===== config.mk =====
export PLATFORM = sky130hd
export DESIGN_NAME = sdes_block_encrypt
export DESIGN_NICKNAME = d
export VERILOG_FILES = /design/src/rtl/core/sdes_pkg.sv /design/src/rtl/core/sdes_key_sched.sv /design/src/rtl/core/sdes_round.sv /design/src/rtl/core/sdes_block_encrypt.sv
export SDC_FILE = /design/constraint.sdc
export NUM_CORES = 1
export LEC_CHECK = 0
export BUFFER_PORTS_ARGS = -buffer_cell sky130_fd_sc_hd__buf_2
export CAP_MARGIN = 20
export CORE_MARGIN = 2
export CORE_UTILIZATION = 47
export CTS_BUF_LIST = sky130_fd_sc_hd__clkbuf_8
export DETAILED_ROUTE_END_ITERATION = 16
export PLACE_DENSITY = 0.71
export SETUP_SLACK_MARGIN = 0.15
export SLEW_MARGIN = 30
export SYNTH_ARGS = -nofsm -noshare
export SYNTH_HDL_FRONTEND = slang
export SYNTH_HIERARCHICAL = 1
export SYNTH_SLANG_ARGS = --single-unit

===== constraint.sdc =====
create_clock -name clk -period 7.1 [get_ports clk]
set_input_delay 1.065 -clock clk [delete_from_list [all_inputs] [get_ports clk]]
set_output_delay 1.065 -clock clk [all_outputs]
set_load 0.01 [all_outputs]

===== src/rtl/core/sdes_pkg.sv =====
package sdes_pkg;

    // Permutation tables hold the source bit (LSB-numbered) for each output
    // bit, listed from the output MSB down.
    localparam logic [3:0] P10_SRC [10] = '{4'd7, 4'd5, 4'd8, 4'd3, 4'd6,
                                            4'd0, 4'd9, 4'd1, 4'd2, 4'd4};
    localparam logic [3:0] P8_SRC  [8]  = '{4'd4, 4'd7, 4'd3, 4'd6,
                                            4'd2, 4'd5, 4'd0, 4'd1};
    localparam logic [1:0] EP_SRC  [8]  = '{2'd0, 2'd3, 2'd2, 2'd1,
                                            2'd2, 2'd1, 2'd0, 2'd3};
    localparam logic [1:0] P4_SRC  [4]  = '{2'd2, 2'd0, 2'd1, 2'd3};
    localparam logic [2:0] IP_SRC  [8]  = '{3'd6, 3'd2, 3'd5, 3'd7,
                                            3'd4, 3'd0, 3'd3, 3'd1};
    localparam logic [2:0] IPI_SRC [8]  = '{3'd4, 3'd7, 3'd5, 3'd3,
                                            3'd1, 3'd6, 3'd0, 3'd2};

    // S-boxes packed by column; row r sits in bits [7-2r -: 2].
    localparam logic [7:0] S0_TAB [4] = '{8'h73, 8'h29, 8'hD7, 8'h8E};
    localparam logic [7:0] S1_TAB [4] = '{8'h2E, 8'h41, 8'h94, 8'hF3};

    typedef struct packed {
        logic [7:0] k1;
        logic [7:0] k2;
    } sdes_subkeys_t;

    function automatic logic [9:0] perm_p10(input logic [9:0] val);
        logic [9:0] res;
        res = '0;
        for (int i = 0; i < 10; i++)
        begin
            res[9 - i] = val[P10_SRC[i]];
        end
        return res;
    endfunction

    function automatic logic [7:0] perm_p8(input logic [9:0] val);
        logic [7:0] res;
        res = '0;
        for (int i = 0; i < 8; i++)
        begin
            res[7 - i] = val[P8_SRC[i]];
        end
        return res;
    endfunction

    function automatic logic [7:0] perm_ep(input logic [3:0] val);
        logic [7:0] res;
        res = '0;
        for (int i = 0; i < 8; i++)
        begin
            res[7 - i] = val[EP_SRC[i]];
        end
        return res;
    endfunction

    function automatic logic [3:0] perm_p4(input logic [3:0] val);
        logic [3:0] res;
        res = '0;
        for (int i = 0; i < 4; i++)
        begin
            res[3 - i] = val[P4_SRC[i]];
        end
        return res;
    endfunction

    function automatic logic [7:0] perm_ip(input logic [7:0] val);
        logic [7:0] res;
        res = '0;
        for (int i = 0; i < 8; i++)
        begin
            res[7 - i] = val[IP_SRC[i]];
        end
        return res;
    endfunction

    function automatic logic [7:0] perm_ipi(input logic [7:0] val);
        logic [7:0] res;
        res = '0;
        for (int i = 0; i < 8; i++)
        begin
            res[7 - i] = val[IPI_SRC[i]];
        end
        return res;
    endfunction

    // Row from the outer bits, column from the inner bits.
    function automatic logic [1:0] sbox_lookup(input logic [7:0] col_word,
                                               input logic [1:0] row);
        logic [1:0] res;
        case (row)
            2'd0:    res = col_word[7:6];
            2'd1:    res = col_word[5:4];
            2'd2:    res = col_word[3:2];
            2'd3:    res = col_word[1:0];
            default: res = col_word[1:0];
        endcase
        return res;
    endfunction

    // Rotate each 5-bit half left by one / by two.
    function automatic logic [9:0] rot_halves_1(input logic [9:0] val);
        return {val[8:5], val[9], val[3:0], val[4]};
    endfunction

    function automatic logic [9:0] rot_halves_2(input logic [9:0] val);
        return {val[7:5], val[9:8], val[2:0], val[4:3]};
    endfunction

endpackage


===== src/rtl/core/sdes_key_sched.sv =====
module sdes_key_sched (
    input  logic                   clk,
    input  logic                   rst_n,
    input  logic                   cipher_key_wr_en,
    input  logic [9:0]             cipher_key,
    output sdes_pkg::sdes_subkeys_t subkeys
);

    // Subkeys are worked out once, on the key write. All-zero key gives
    // all-zero subkeys, so reset simply clears them.
    logic [9:0]              p10_key;
    logic [9:0]              rot1_key;
    logic [9:0]              rot3_key;
    sdes_pkg::sdes_subkeys_t subkeys_reg;
    sdes_pkg::sdes_subkeys_t subkeys_next;

    always_comb
    begin
        p10_key         = sdes_pkg::perm_p10(cipher_key);
        rot1_key        = sdes_pkg::rot_halves_1(p10_key);
        rot3_key        = sdes_pkg::rot_halves_2(rot1_key);
        subkeys_next.k1 = sdes_pkg::perm_p8(rot1_key);
        subkeys_next.k2 = sdes_pkg::perm_p8(rot3_key);
    end

    always_ff @(posedge clk or negedge rst_n)
    begin
        if (!rst_n)
        begin
            subkeys_reg <= '0;
        end
        else if (cipher_key_wr_en)
        begin
            subkeys_reg <= subkeys_next;
        end
    end

    assign subkeys = subkeys_reg;

endmodule


===== src/rtl/core/sdes_round.sv =====
module sdes_round (
    input  logic [3:0] left_in,
    input  logic [3:0] right_in,
    input  logic [7:0] subkey,
    output logic [3:0] left_out
);

    // fk: L xor F(R, K); R passes through in the caller.
    logic [7:0] mixed;
    logic [1:0] s0_out;
    logic [1:0] s1_out;

    always_comb
    begin
        mixed    = sdes_pkg::perm_ep(right_in) ^ subkey;
        s0_out   = sdes_pkg::sbox_lookup(sdes_pkg::S0_TAB[mixed[6:5]],
                                         {mixed[7], mixed[4]});
        s1_out   = sdes_pkg::sbox_lookup(sdes_pkg::S1_TAB[mixed[2:1]],
                                         {mixed[3], mixed[0]});
        left_out = left_in ^ sdes_pkg::perm_p4({s0_out, s1_out});
    end

endmodule


===== src/rtl/core/sdes_block_encrypt.sv =====
// S-DES block encryption, one 8-bit block per beat.
//
// Key: write the 10-bit key on cipher_key with cipher_key_wr_en high for one
// clock, only while the block is idle. Subkeys are derived on that write.
// Input: plain_byte is taken on a clock edge with plain_valid high and
// plain_stall low. Output: cipher_byte is handed over on an edge with
// cipher_valid high and cipher_stall low.
// Path: an input beat is held in the input register, then moves to the result
// register, which drives cipher_valid; the whole cipher is logic between them.
// Throughput: one beat per cycle, sustained while the receiver keeps up; the
// input register and result register form a two-entry pipeline.
// Stall: when cipher_stall holds, the result stays put; one more beat is
// absorbed by the input register, after which plain_stall is raised.
// Reset: asynchronous, active low; both stages empty, subkeys zero as for an all-zero key.
module sdes_block_encrypt (
    input  logic       clk,
    input  logic       rst_n,
    input  logic       cipher_key_wr_en,
    input  logic [9:0] cipher_key,
    input  logic       plain_valid,
    output logic       plain_stall,
    input  logic [7:0] plain_byte,
    output logic       cipher_valid,
    input  logic       cipher_stall,
    output logic [7:0] cipher_byte
);

    sdes_pkg::sdes_subkeys_t subkeys;

    logic       in_valid_reg;
    logic [7:0] in_byte_reg;
    logic       out_valid_reg;
    logic [7:0] out_byte_reg;
    logic       out_valid_next;

    logic       in_move;   // input stage hands its block to the result stage
    logic       in_take;   // new beat accepted on the input side
    logic [7:0] ip_block;
    logic [3:0] round1_left;
    logic [3:0] round2_left;
    logic [7:0] out_byte_next;

    sdes_key_sched u_key_sched (
        .clk              (clk),
        .rst_n            (rst_n),
        .cipher_key_wr_en (cipher_key_wr_en),
        .cipher_key       (cipher_key),
        .subkeys          (subkeys)
    );

    // Round 1 on (L, R) with K1; halves swap; round 2 with K2.
    assign ip_block = sdes_pkg::perm_ip(in_byte_reg);

    sdes_round u_round1 (
        .left_in  (ip_block[7:4]),
        .right_in (ip_block[3:0]),
        .subkey   (subkeys.k1),
        .left_out (round1_left)
    );

    sdes_round u_round2 (
        .left_in  (ip_block[3:0]),
        .right_in (round1_left),
        .subkey   (subkeys.k2),
        .left_out (round2_left)
    );

    assign out_byte_next = sdes_pkg::perm_ipi({round2_left, round1_left});

    // Handshake control.
    assign in_move     = in_valid_reg && (!out_valid_reg || !cipher_stall);
    assign plain_stall = in_valid_reg && !in_move;
    assign in_take     = plain_valid && !plain_stall;

    always_comb
    begin
        out_valid_next = out_valid_reg && cipher_stall;
        if (in_move)
        begin
            out_valid_next = 1'b1;
        end
    end

    always_ff @(posedge clk or negedge rst_n)
    begin
        if (!rst_n)
        begin
            in_valid_reg  <= 1'b0;
            out_valid_reg <= 1'b0;
        end
        else
        begin
            in_valid_reg  <= in_take || (in_valid_reg && !in_move);
            out_valid_reg <= out_valid_next;
        end
    end

    // Payload registers, no reset.
    always_ff @(posedge clk)
    begin
        if (in_take)
        begin
            in_byte_reg <= plain_byte;
        end
        if (in_move)
        begin
            out_byte_reg <= out_byte_next;
        end
    end

    assign cipher_valid = out_valid_reg;
    assign cipher_byte  = out_byte_reg;

`ifndef SYNTHESIS
    // Input side only pushes back when both stages are full and blocked.
    a_stall_only_when_full : assert property (@(posedge clk) disable iff (!rst_n)
        plain_stall |-> (in_valid_reg && out_valid_reg && cipher_stall))
        else $error("plain_stall raised with room in the pipeline");

    // A block leaving the input stage always shows up as a result.
    a_move_gives_result : assert property (@(posedge clk) disable iff (!rst_n)
        in_move |=> cipher_valid)
        else $error("block lost between input and result stage");

    // A fresh result only follows a full input stage.
    a_result_has_source : assert property (@(posedge clk) disable iff (!rst_n)
        $rose(cipher_valid) |-> $past(in_valid_reg))
        else $error("result appeared without a block in the input stage");
`endif

endmodule

After elaboration in Yosys (flattened, before gate mapping) --
Index checks and enable logic that the tools add are counted.
Storage, ports and cells: input port bits 23, flip-flop bits (word level) 34, logic and storage cells 61, output and inout port bits 10
Operators by class: reduce and logical (&&, ||, !) cells 14, bitwise operators 8, equal/unequal tests 12, muxes and demuxes 17, magnitude comparators 4
Operators with widths (number):
- 8-bit binary-select mux with 2-bit select | 4
- 8-bit 2-to-1 mux | 8
- 2-bit case mux with 4 select lines | 4
- 2-bit == test (second input constant) | 8
- 8-bit bitwise XOR | 2
- 3-bit >= comparator (second input constant) | 4
- 2-bit inverter with 3-bit output | 4
- 2-bit by 1-bit == test with 1-bit output (second input constant) | 4
- 2-bit logical NOT | 4
- 4-bit bitwise XOR | 2
- 1-bit logical AND | 4
- 1-bit logical NOT | 4
- 1-bit logical OR | 2
- 1-bit 2-to-1 mux | 1

Longest topological paths before layout --
Gate-level depths: netlist of the first run.
depth in word-level cells 14, gate-level depth with buffers 11, gate-level depth less buffers 10

Cells and area by module --
Netlist of the first run, hierarchy kept.
By module, submodules not included:
- sdes_block_encrypt | sequential area each 530.5 µm², area an instance 573.0 µm², cells each 24, times used 1
- sdes_key_sched | sequential area each 250.2 µm², area an instance 456.7 µm², cells each 27, times used 1
- sdes_round | sequential area each 0.0 µm², area an instance 225.2 µm², cells each 28, times used 2

Worst setup path after synthesis of the first run --
No wires, ideal clock.
kind flip-flop to flip-flop, start point register u_key_sched.subkeys_reg (netlist bit u_key_sched/subkeys[3]), end point register out_byte_reg[5] (netlist: cipher_byte[5]) (data pin), data required time 6.839 ns, slack 4.406 ns, buffers on the path 1, cell stages (with the launch flop) 12, arrival time 2.433 ns, period minus slack after synthesis 2.694 ns, library setup time 0.261 ns, cell sequence dfrtp_1 buf_4 xnor2_1 ha_1 or2_2 a31oi_1 xnor2_1 xnor2_1 ha_1 or2_2 a31oi_1 xnor2_1
On the way: word-level cells in the longest chain between the ends 4, elaborated cells between the ends (all ways) 7, those cells by class 3 x eq/ne; 1 x mux; 2 x bitwise; 1 x reduce/logical
RTL lines:
- start, declared | RTL line sdes_key_sched.sv:14 | sdes_pkg::sdes_subkeys_t subkeys_reg;
- start signal, assigned | RTL line sdes_key_sched.sv:34 | subkeys_reg <= subkeys_next;
- 8-bit bitwise XOR (*) | RTL line sdes_round.sv:15 | mixed = sdes_pkg::perm_ep(right_in) ^ subkey;
- 2-bit == test (tied with other cells) | RTL line sdes_pkg.sv:90 | case (row)
- 2-bit case mux with 4 select lines (*) | RTL line sdes_pkg.sv:90
- 4-bit bitwise XOR (*) | RTL line sdes_round.sv:20 | left_out = left_in ^ sdes_pkg::perm_p4({s0_out, s1_out});
- net round2_left[1] | RTL line sdes_block_encrypt.sv:40 | logic [3:0] round2_left;
- end signal, assigned | RTL line sdes_block_encrypt.sv:107 | out_byte_reg <= out_byte_next;
- end, declared | RTL line sdes_block_encrypt.sv:33 | logic [7:0] out_byte_reg;
Mark *: on every way through the listed nets, which the timed path passes. The rest lies on a longest branch. A chain may end at the register's enable or synchronous reset.

Final worst setup path of the first run --
start point register in_byte_reg[3], end point register out_byte_reg[5] (netlist: cipher_byte[5]) (data pin)
On the way: word-level cells in the longest chain between the ends 14, elaborated cells between the ends (all ways) 23, those cells by class 6 x eq/ne; 9 x mux; 6 x bitwise; 2 x reduce/logical
RTL lines:
- start, declared | RTL line sdes_block_encrypt.sv:31 | logic [7:0] in_byte_reg;
- start signal, assigned | RTL line sdes_block_encrypt.sv:103 | in_byte_reg <= plain_byte;
- 8-bit bitwise XOR | RTL line sdes_round.sv:15
- 2-bit inverter with 3-bit output (not written as such) | RTL line sdes_round.sv:18 | s1_out = sdes_pkg::sbox_lookup(sdes_pkg::S1_TAB[mixed[2:1]],
- 8-bit binary-select mux with 2-bit select | RTL line sdes_round.sv:18
- 8-bit 2-to-1 mux (not written as such) (2 in a row) | RTL line sdes_round.sv:18
- 2-bit case mux with 4 select lines | RTL line sdes_pkg.sv:90
- 4-bit bitwise XOR | RTL line sdes_round.sv:20
- net round1_left[1] | RTL line sdes_block_encrypt.sv:39 | logic [3:0] round1_left;
- 8-bit bitwise XOR | RTL line sdes_round.sv:15
- 2-bit inverter with 3-bit output (not written as such) | RTL line sdes_round.sv:18
- 8-bit binary-select mux with 2-bit select | RTL line sdes_round.sv:18
- 8-bit 2-to-1 mux (not written as such) (2 in a row) | RTL line sdes_round.sv:18
- 2-bit case mux with 4 select lines | RTL line sdes_pkg.sv:90
- 4-bit bitwise XOR | RTL line sdes_round.sv:20
- net round2_left[1] | RTL line sdes_block_encrypt.sv:40
The timed path passes the listed nets, and every way through them passes these cells. The select of a mux whose other input is x is not followed.

==> metrics.md, run 1 <==
| Metric | Value |
|---|---|
| First-pass GRT wire length | around 3800 um |
| Synth Area in Adders | 1.69% |
| Reg power frac | between 40 and 50% |
| Vias per cell | roughly 4.8 |
| Combinational fraction of design power | between 30% and 40% |
| Vias in the first global route | between 800 and 900 |
| Asr flop ratio synth | 42.9% |
| Switching part of the total | 32.5% |
| Setup CP Type | flop to flop |
| WL per Instance | between 10 and 15 um |
| # Max-Cap Violations | 0 |
| Post-route ant nets | 0 |
| Nets | about 160 |
| Initial antenna violation count | 0 |
| TritonRoute pass-1 iters | 3 |
| Final Cycle Share | 39.6% |
| Internal power | around 350 uW |
| CP Depth | 10 |
| CP Capture Point | cipher_byte[5] |
| Multiplexer share of the synthesized area | approximately an eighth |
| IO Port Bufs | 32 |
| Placeable Area | between 3000 and 4000 um^2 |
| Total power | 514 uW |
| Mapped Cells | 107 |
| Worst-path clk slew | ~0.09 ns |
| Slew headroom | 68.3% |
| Setup Buffers After CTS | 0 |
| Main combinational cell family by area after synthesis | XOR/XNOR gates |
| Critical Path Start Type | flop |
| Clock Skew | roughly 0.0045 ns |
| Mapped cell area | 1480 um^2 |
| Critical path's top delay family | XOR/XNOR gates |
| Commonest non-fill, non-tap cell in the layout | buf_2 |
| Initial DRC Count | 18 |
| Netlist cell types | 24 |
| CTS sink cnt | 28 |
| Area growth, synth to finish | 14.3% |
| Yosys warns | 6 |
| Placed Instances | 177 |
| Reg-to-reg startpoint | in_byte_reg[3] |
| Die Ht | 60.1 um |
| Crit end category | flop |
| Post-CTS sizing | 0 |
| DIE WIDTH | ~60 um |
| Peak supply drop | between 0.1 and 0.15 mV |
| GRT Residual Overflow | 0 |
| Total CTS buffers | 3 |
| Worst EP arrival | around 2.9 ns |
| Crit-path most repeated cell | xnor2_1 |
| Share of layout cells above drive strength 1 | 38.0% |
| Power density cells | about 300 nW/um^2 |
| Number of flops mapped to enable cells by yosys | 16 |
| R2R cell count | 10 |
| Setup_tns | 0 ns |
| Status | completed |
| Largest net degree at the start of global routing | 16 |
| Routability congestion estimate | just under 0.8 |
| Final worst slack | 4.29 ns |
| Die Footprint | ~3600 um^2 |
| Starting Density | around half |
| Max Slew Vio Count | 0 |
| Final Hold Vio Count | 0 |
| R2R Setup Slk | between 4 and 5 ns |
| DPL Wire Length | between 1500 and 2000 um |
| Data required time of the critical path | between 7 and 8 ns |
| Antenna cell count | 0 |
| Post-synthesis compound-gate area fraction | around 6.0% |
| Clock Latency Late Sink | approximately 0.28 ns |
| Fin Hold WS | between 0.5 and 0.6 ns |
| Fmax achieved | roughly 360 MHz |
| Register bit total from synthesis | 28 |
| Ys flop type | edfxtp_1 |
| CP Cell Sequence | xnor2_1 > ha_1 > or2_2 > a31oi_1 > xnor2_1 > xnor2_1 > ha_1 > or2_2 > a31oi_1 > xnor2_1 |
| Final Setup Violations | 0 |
| Vias post-DR | between 800 and 900 |
| Final WL | about 2500 um |
| Top Ports | 33 |
| Clock power share | between 15 and 20% |
| CP max stage cell | edfxtp_1 |
| # rows | 20 |
| Simple-gate area share of the yosys netlist | 4.90% |
| Critical path origin | in_byte_reg[3] |
| Syn Area/Cell | approximately 14 um^2 |
| Leak | ~0.7 nW |
| Min-Delay Path Class | flop to flop |
| CTS tree | built |
| Total GRT Usage | approximately 15% |
| Post-Place Worst Slack | 4.28 ns |
| Hold-fix buffers at CTS | 0 |
| Seq/Total Area, Yosys | about 53% |
| Worst Tran Pin Value | 0.472 ns |
| Period minus WS final | roughly 2.8 ns |
| Crit-path max cell delay | approximately 0.5 ns |
| H-Tree Depth | 1 |
| Peak fanout along the critical path | 4 |
| Non-Filler Instances | 181 |
| RSZ-0062 raised after global routing | false |
| Post-Syn Nets | 132 |
| Root Driver | clkbuf_8 |
| Max reg flops | 10 |
| CP Buf/Inv Count | 0 |
| Synth Area in XOR/XNOR | between 10% and 20% |
| Crit Reg-Reg Endpoint | cipher_byte[5] |
| Commonest cells after routing, fill and taps aside | 32 x buf_2, 24 x xnor2_1, 16 x edfxtp_1 |
| Sw Pwr | between 150 and 200 uW |
| CTS max path bufs | 2 |
| Post-route DRC | 0 |
final cells by class:
| type | count | area [um^2] |
|---|---|---|
| clock inverter | 1 | 3.75 |
| clock buffer | 3 | 41.3 |
| tap | 44 | 55.1 |
| fill | 273 | 1340 |
| inverter | 1 | 3.75 |
| multi-input combinational | 71 | 639 |
| timing repair buffer | 33 | 168 |
| sequential | 28 | 781 |
metal layers:
metal	up-vias	track usage (%)	routed length, um
li1	428	-	-
met1	423	18.2	1070
met2	19	24.5	1310
met3	5	3.25	94
met4	0	8.57	56
met5	-	0	0
worst min path at each step:
stage	startpoint	to	slack [ns]	depth (start not counted)
after floorplan	in_valid_reg	cipher_valid	0.47	1
after global placement	in_valid_reg	cipher_valid	0.47	1
after detailed placement	in_valid_reg	cipher_valid	0.49	1
after CTS	in_valid_reg	cipher_valid	0.51	1
after global routing	in_valid_reg	cipher_valid	0.54	1
final	in_valid_reg	cipher_valid	0.52	1
synth_stat cells (4+ instances only):
library cell / count / share of area (%)
mux2_4: 10 / 10
xor2_1: 6 / 3.6
buf_4: 6 / 3.0
dfrtp_1: 12 / 20
xnor2_1: 24 / 14
a21oi_1: 4 / 1.4
mux2i_1: 4 / 2.7
edfxtp_1: 16 / 32
logic make-up (layout without fill, tap and decap cells):
logic type / after synthesis / after routing
xor gates and xnor gates: 30 / 30
DFF: 28 / 28
muxes: 14 / 14
and+or+nand+nor: 13 / 13
AOI/OAI and AO/OA: 12 / 12
buffers and inverters: 8 / 38
adders and majority gates: 2 / 2
worst register-to-register path, delay by kind of cell (launching register included):
kind                       cells  cell delay (ns)
AOI/OAI and AO/OA              2             0.39
xor gates and xnor gates       4             0.72
adders and majority gates      2             0.39
DFF                            1             0.50
and+or+nand+nor                2             0.58
power groups by stage:
stage | Combinational (mW) | Clock [mW] | Sequential (mW)
CTS | 0.204 | 0.0901 | 0.221
finish | 0.203 | 0.0898 | 0.221
global route | 0.225 | 0.0950 | 0.224
detailed placement | 0.203 | 0 | 0.225
global placement | 0.197 | 0 | 0.224
floorplan | 0.154 | 0 | 0.231
per-stage QoR:
stage	util (%)	cell area [um^2]
global placement	54.4	1650
CTS	55.9	1690
finish	55.9	1690
floorplan	-	1480
detailed placement	54.4	1650
global route	55.9	1690
No activity file was read; power rests on OpenSTA's default activity.
==> inputs of run 2 (changes only) <==
- clock period: 7.1 -> 2.8 ns (I/O delays scaled with it)
==> run 2 against run 1 <==
Compared with the run above: global-route usage rose by 2.1 points; hold slack got worse by 0.49 ns; critical path type unchanged; final cell count rose by 6.1%; clock-buffer cell count rose by 1.
==> metrics.md, run 2 (same netlist as run 1, synthesis figures left out) <==
| Metric | Value |
|---|---|
| Post-route DRC | 0 (unchanged) |
| H-Tree Depth | 1 (unchanged) |
| Max Slew Vio Count | 0 (unchanged) |
| Largest net degree at the start of global routing | 16 (unchanged) |
| Data required time of the critical path | 2.83 ns (-4.31 ns) |
| Slew headroom | 73.6% (+5.3 points) |
| Post-route design area | 1980 um^2 (+17%) |
| DIE WIDTH | 60.1 um (unchanged) |
| Clock Latency Late Sink | 0.27 ns (about the same) |
| GRT Residual Overflow | 0 (unchanged) |
| Placeable Area | 3030 um^2 (unchanged) |
| Sw Pwr | 516 uW (+210%) |
| Initial antenna violation count | 0 (unchanged) |
| Crit end category | flop |
| Post-Place Worst Slack | -0.0640 ns (-4.35 ns) |
| Post-route ant nets | 0 (unchanged) |
| Leak | 0.852 nW (+21%) |
| Starting Density | 48.9% (unchanged) |
| IO Port Bufs | 32 (unchanged) |
| Final WL | 2810 um (+11%) |
| Vias in the first global route | 939 (+10%) |
| WL per Instance | 14.6 um (+4.4%) |
| Peak fanout along the critical path | 4 (unchanged) |
| Die Ht | 60.1 um (unchanged) |
| CTS sink cnt | 28 (unchanged) |
| Reg power frac | 36.0% (-7.0 points) |
| # Max-Cap Violations | 0 (unchanged) |
| Max reg flops | 10 (unchanged) |
| Worst EP arrival | 2.62 ns (-0.23 ns) |
| First-pass GRT wire length | 4380 um (+15%) |
| Peak supply drop | 0.492 mV (+380%) |
| Routability congestion estimate | 0.860 (+10%) |
| Final Hold Vio Count | 0 (unchanged) |
| Final worst slack | 0.216 ns (-4.07 ns) |
| CTS max path bufs | 2 (unchanged) |
| # rows | 20 (unchanged) |
| Setup_tns | 0 ns (unchanged) |
| Period minus WS final | 2.58 ns (-0.227 ns) |
| Vias post-DR | 950 (+8.6%) |
| Final Cycle Share | 92.3% (+53 points) |
| Power density cells | 795 nW/um^2 (+160%) |
| Worst Tran Pin Value | 0.396 ns (-0.0759 ns) |
| Root Driver | clkbuf_8 |
| Status | completed |
| Combinational fraction of design power | 48.4% (+8.8 points) |
| Commonest non-fill, non-tap cell in the layout | buf_2 |
| Critical Path Start Type | flop |
| Clock power share | 15.6% (-1.9 points) |
| Share of layout cells above drive strength 1 | 57.4% (+19 points) |
| Total GRT Usage | 17.2% (+2.1 points) |
| Antenna cell count | 0 (unchanged) |
| Total CTS buffers | 3 (unchanged) |
| Fin Hold WS | 0.0262 ns (-0.489 ns) |
| Switching part of the total | 32.7% (+0.24 points) |
| Initial DRC Count | 13 (-5) |
| Nets | 174 (+6.7%) |
| CTS tree | built |
| Fmax achieved | 387 MHz (+8.8%) |
| Reg-to-reg startpoint | in_byte_reg[3] |
| Worst-path clk slew | 0.09 ns (about the same) |
| Die Footprint | 3610 um^2 (unchanged) |
| Hold-fix buffers at CTS | 0 (unchanged) |
| RSZ-0062 raised after global routing | true |
| Critical path origin | in_byte_reg[3] |
| Internal power | 1.06 mW (+210%) |
| Min-Delay Path Class | primary input to asynchronous set/reset pin |
| Setup CP Type | flop to flop |
| TritonRoute pass-1 iters | 4 (+1) |
| Top Ports | 33 (unchanged) |
| Commonest cells after routing, fill and taps aside | 32 x buf_2, 16 x edfxtp_1, 13 x xnor2_2 |
| Placement Cell Area | 1680 um^2 (+2.3%) |
| Area growth, synth to finish | 33.8% |
| Clock Skew | 0.00343 ns (-0.00109 ns) |
| DPL Wire Length | 1900 um (-0.32%) |
| Vias per cell | 4.95 (+2.4%) |
| Layout Utilization | 65.4% (+9.5 points) |
| Final Setup Violations | 0 (unchanged) |
==> run 2: changes by cell type in the layout (fill, tap and decap cells not counted), sizes merged <==
cell,delta
clkbuf,+1
buf,+11
clkinv,-1
==> run 2: timing repair <==
item / CTS / global route
pin swaps: 7 / 13
setup endpoints to repair: 2 / 3
gates resized for setup: 12 / 14
cloned: 0 / 0
setup buffers: 6 / 4
==> run 2: path summary, 6_finish.rpt <==
kind | slack [ns] | endpoint | cells past startpoint
min reg2reg | 0.51 | cipher_valid | 1
min in group clk | 0.32 | in_byte_reg[2] | 1
max reg2reg | 0.22 | cipher_byte[5] | 10
min | 0.03 | in_valid_reg | 1
max | 0.22 | cipher_byte[5] | 10
max in group asynchronous | 2.54 | u_key_sched/subkeys[3] | 1
==> run 2: per-layer routing <==
metal  routed length [um]  up-vias  track usage, %
li1                     -      451               -
met2                 1440       28            28.7
met5                    0        -               0
met4                   54        0            5.71
met1                 1170      465            21.4
met3                  138        6            4.55
==> run 2: worst max-delay path, stage by stage, from the launching register on <==
cell and delay [ns]:
edfxtp_1 0.52, xnor2_2 0.20, ha_4 0.17, or2_4 0.23
a31oi_4 0.22, xnor2_4 0.19, xnor2_2 0.16, ha_4 0.18
or2_4 0.25, a31oi_4 0.15, xnor2_1 0.08
==> run 2: power groups by stage <==
stage	registers (mW)	logic [mW]	clock network (mW)
CTS	0.566	0.618	0.254
detailed placement	0.572	0.537	0
finish	0.567	0.762	0.246
floorplan	0.586	0.409	0
global route	0.576	0.817	0.273
global placement	0.570	0.520	0
==> run 2: metrics by stage <==
step / power (mW) / std cells
global placement: 1.09 / 178
floorplan: 0.995 / 107
finish: 1.58 / 192
global route: 1.67 / 192
CTS: 1.44 / 188
detailed placement: 1.11 / 178
==> run 2: area by class of cell <==
class | instances | area [um^2]
multi-input cells | 71 | 836
clock buffers | 4 | 55.1
well taps | 44 | 55.1
fillers | 226 | 1050
inverters | 1 | 3.75
repair buffers | 44 | 250
flip-flops and latches | 28 | 781
==> inputs of run 3 (changes only) <==
- HOLD_SLACK_MARGIN: unset -> 0.08
==> run 3 against run 2 <==
Compared with the run above: core utilization rose by 0.33 points; clock power barely moved; final cell count rose by 0.52%; flip-flop and latch count did not move.
==> metrics.md, run 3 (same netlist as run 1, synthesis figures left out) <==
| Metric | Value |
|---|---|
| Total GRT Usage | 17.2% (+0.045 points) |
| Vias in the first global route | 942 (+0.32%) |
| # Max-Cap Violations | 0 (unchanged) |
| Power density cells | 792 nW/um^2 (-0.42%) |
| Setup_tns | 0 ns (unchanged) |
| Crit-path max cell delay | 0.52 ns (about the same) |
| Vias per cell | 4.95 (+0.11%) |
| CP Buf/Inv Count | 0 (unchanged) |
| Worst-path clk slew | 0.09 ns (about the same) |
| Min-Delay Path Class | primary input to flop |
| Fmax achieved | 387 MHz (about the same) |
| Leak | 0.856 nW (+0.49%) |
| Worst EP arrival | 2.62 ns (about the same) |
| Period minus WS final | 2.58 ns (+0.0000960 ns) |
| # rows | 20 (unchanged) |
| Area growth, synth to finish | 34.5% |
| Share of layout cells above drive strength 1 | 57.0% (-0.39 points) |
| WL per Instance | 14.6 um (about the same) |
| Post-route ant nets | 0 (unchanged) |
| Fin Hold WS | 0.320 ns (+0.293 ns) |
| Die Footprint | 3610 um^2 (unchanged) |
| Total CTS buffers | 3 (unchanged) |
| Post-route DRC | 0 (unchanged) |
| RSZ-0062 raised after global routing | true |
| Slew headroom | 73.0% (-0.65 points) |
| Commonest non-fill, non-tap cell in the layout | buf_2 |
| DPL Wire Length | 1900 um (unchanged) |
| Peak fanout along the critical path | 4 (unchanged) |
| Routability congestion estimate | 0.860 (unchanged) |
| Root Driver | clkbuf_8 |
| Nets | 175 (+0.57%) |
| Worst Tran Pin Value | 0.406 ns (+0.00969 ns) |
| Die Ht | 60.1 um (unchanged) |
| TritonRoute pass-1 iters | 4 (unchanged) |
| Critical path's top delay family | XOR/XNOR gates |
| Setup CP Type | flop to flop |
| Peak supply drop | 0.492 mV (about the same) |
| DIE WIDTH | 60.1 um (unchanged) |
| Crit end category | flop |
| Initial DRC Count | 13 (unchanged) |
| CP Cell Sequence | xnor2_2 > ha_4 > or2_4 > a31oi_4 > xnor2_4 > xnor2_2 > ha_4 > or2_4 > a31oi_4 > xnor2_1 |
| Status | completed |
| Final Cycle Share | 92.3% (about the same) |
| Starting Density | 48.9% (unchanged) |
| Max reg flops | 10 (unchanged) |
| Commonest cells after routing, fill and taps aside | 32 x buf_2, 16 x edfxtp_1, 13 x xnor2_2 |
| Antenna cell count | 0 (unchanged) |
| Data required time of the critical path | 2.83 ns (about the same) |
| Placement Cell Area | 1680 um^2 (unchanged) |
| Critical Path Start Type | flop |
| Post-route design area | 1990 um^2 (+0.51%) |
| CP max stage cell | edfxtp_1 |
| Final Setup Violations | 0 (unchanged) |
| IO Port Bufs | 32 (unchanged) |
| CTS sink cnt | 28 (unchanged) |
| Max Slew Vio Count | 0 (unchanged) |
| Vias post-DR | 956 (+0.63%) |
| GRT Residual Overflow | 0 (unchanged) |
| Largest net degree at the start of global routing | 16 (unchanged) |
| Initial antenna violation count | 0 (unchanged) |
| Clock Skew | 0.00337 ns (-0.0000622 ns) |
| CTS max path bufs | 2 (unchanged) |
| Clock Latency Late Sink | 0.27 ns (about the same) |
| H-Tree Depth | 1 (unchanged) |
| CTS tree | built |
| Placeable Area | 3030 um^2 (unchanged) |
| Final WL | 2830 um (+0.53%) |
| Final Hold Vio Count | 0 (unchanged) |
| Top Ports | 33 (unchanged) |
| First-pass GRT wire length | 4400 um (+0.32%) |
run 3: path summary, 6_finish.rpt:
kind | start | endpoint | slack, ns | depth (start not counted)
setup / recovery | in_byte_reg[3] | cipher_byte[5] | 0.22 | 10
hold / removal | plain_byte[2] | in_byte_reg[2] | 0.32 | 1
setup reg to reg | in_byte_reg[3] | cipher_byte[5] | 0.22 | 10
hold reg to reg | in_valid_reg | cipher_valid | 0.51 | 1
max in group asynchronous | rst_n | u_key_sched/subkeys[3] | 2.00 | 2
min in group asynchronous | rst_n | in_valid_reg | 0.57 | 2
run 3: what timing repair did:
action / 4_1_cts / 5_1_grt
resized for setup: 12 / 14
pin swaps: 7 / 13
buffers inserted: 6 / 4
hold buffers: 1 / 0
endpoints found under the hold margin: 12 / 0
endpoints found under the setup margin: 2 / 3
run 3: per-layer routing:
metal | up-vias | share of wire [%] | global-route usage (%) | wire length (um)
li1 | 453 | - | - | -
met1 | 469 | 42 | 21.5 | 1180
met2 | 28 | 51 | 28.7 | 1450
met3 | 6 | 4.9 | 4.55 | 138
met4 | 0 | 1.9 | 5.71 | 54
met5 | - | 0 | 0 | 0
run 3: final cells by class:
cell class	instances	area, um^2
inverters	1	3.75
clock buffers	4	55.1
repair buffers	45	260
multi-input cells	71	836
fillers	228	1040
flip-flops and latches	28	781
well taps	44	55.1
run 3: power breakdown:
group          switching (mW)  internal [mW]  total [mW]
clock network           0.120          0.126       0.246
logic                   0.356          0.408       0.764
registers              0.0402          0.527       0.567
run 3: metrics by stage:
step / std cells / power, mW / setup WS, ns / utilization, %
finish: 193 / 1.58 / 0.216 / 65.7
global route: 193 / 1.67 / 0.109 / 65.7
CTS: 189 / 1.44 / 0.160 / 61.7
detailed placement: 178 / 1.11 / -0.0640 / 55.6
global placement: 178 / 1.09 / 0.0389 / 55.6
floorplan: 107 / 0.995 / 0.169 / -
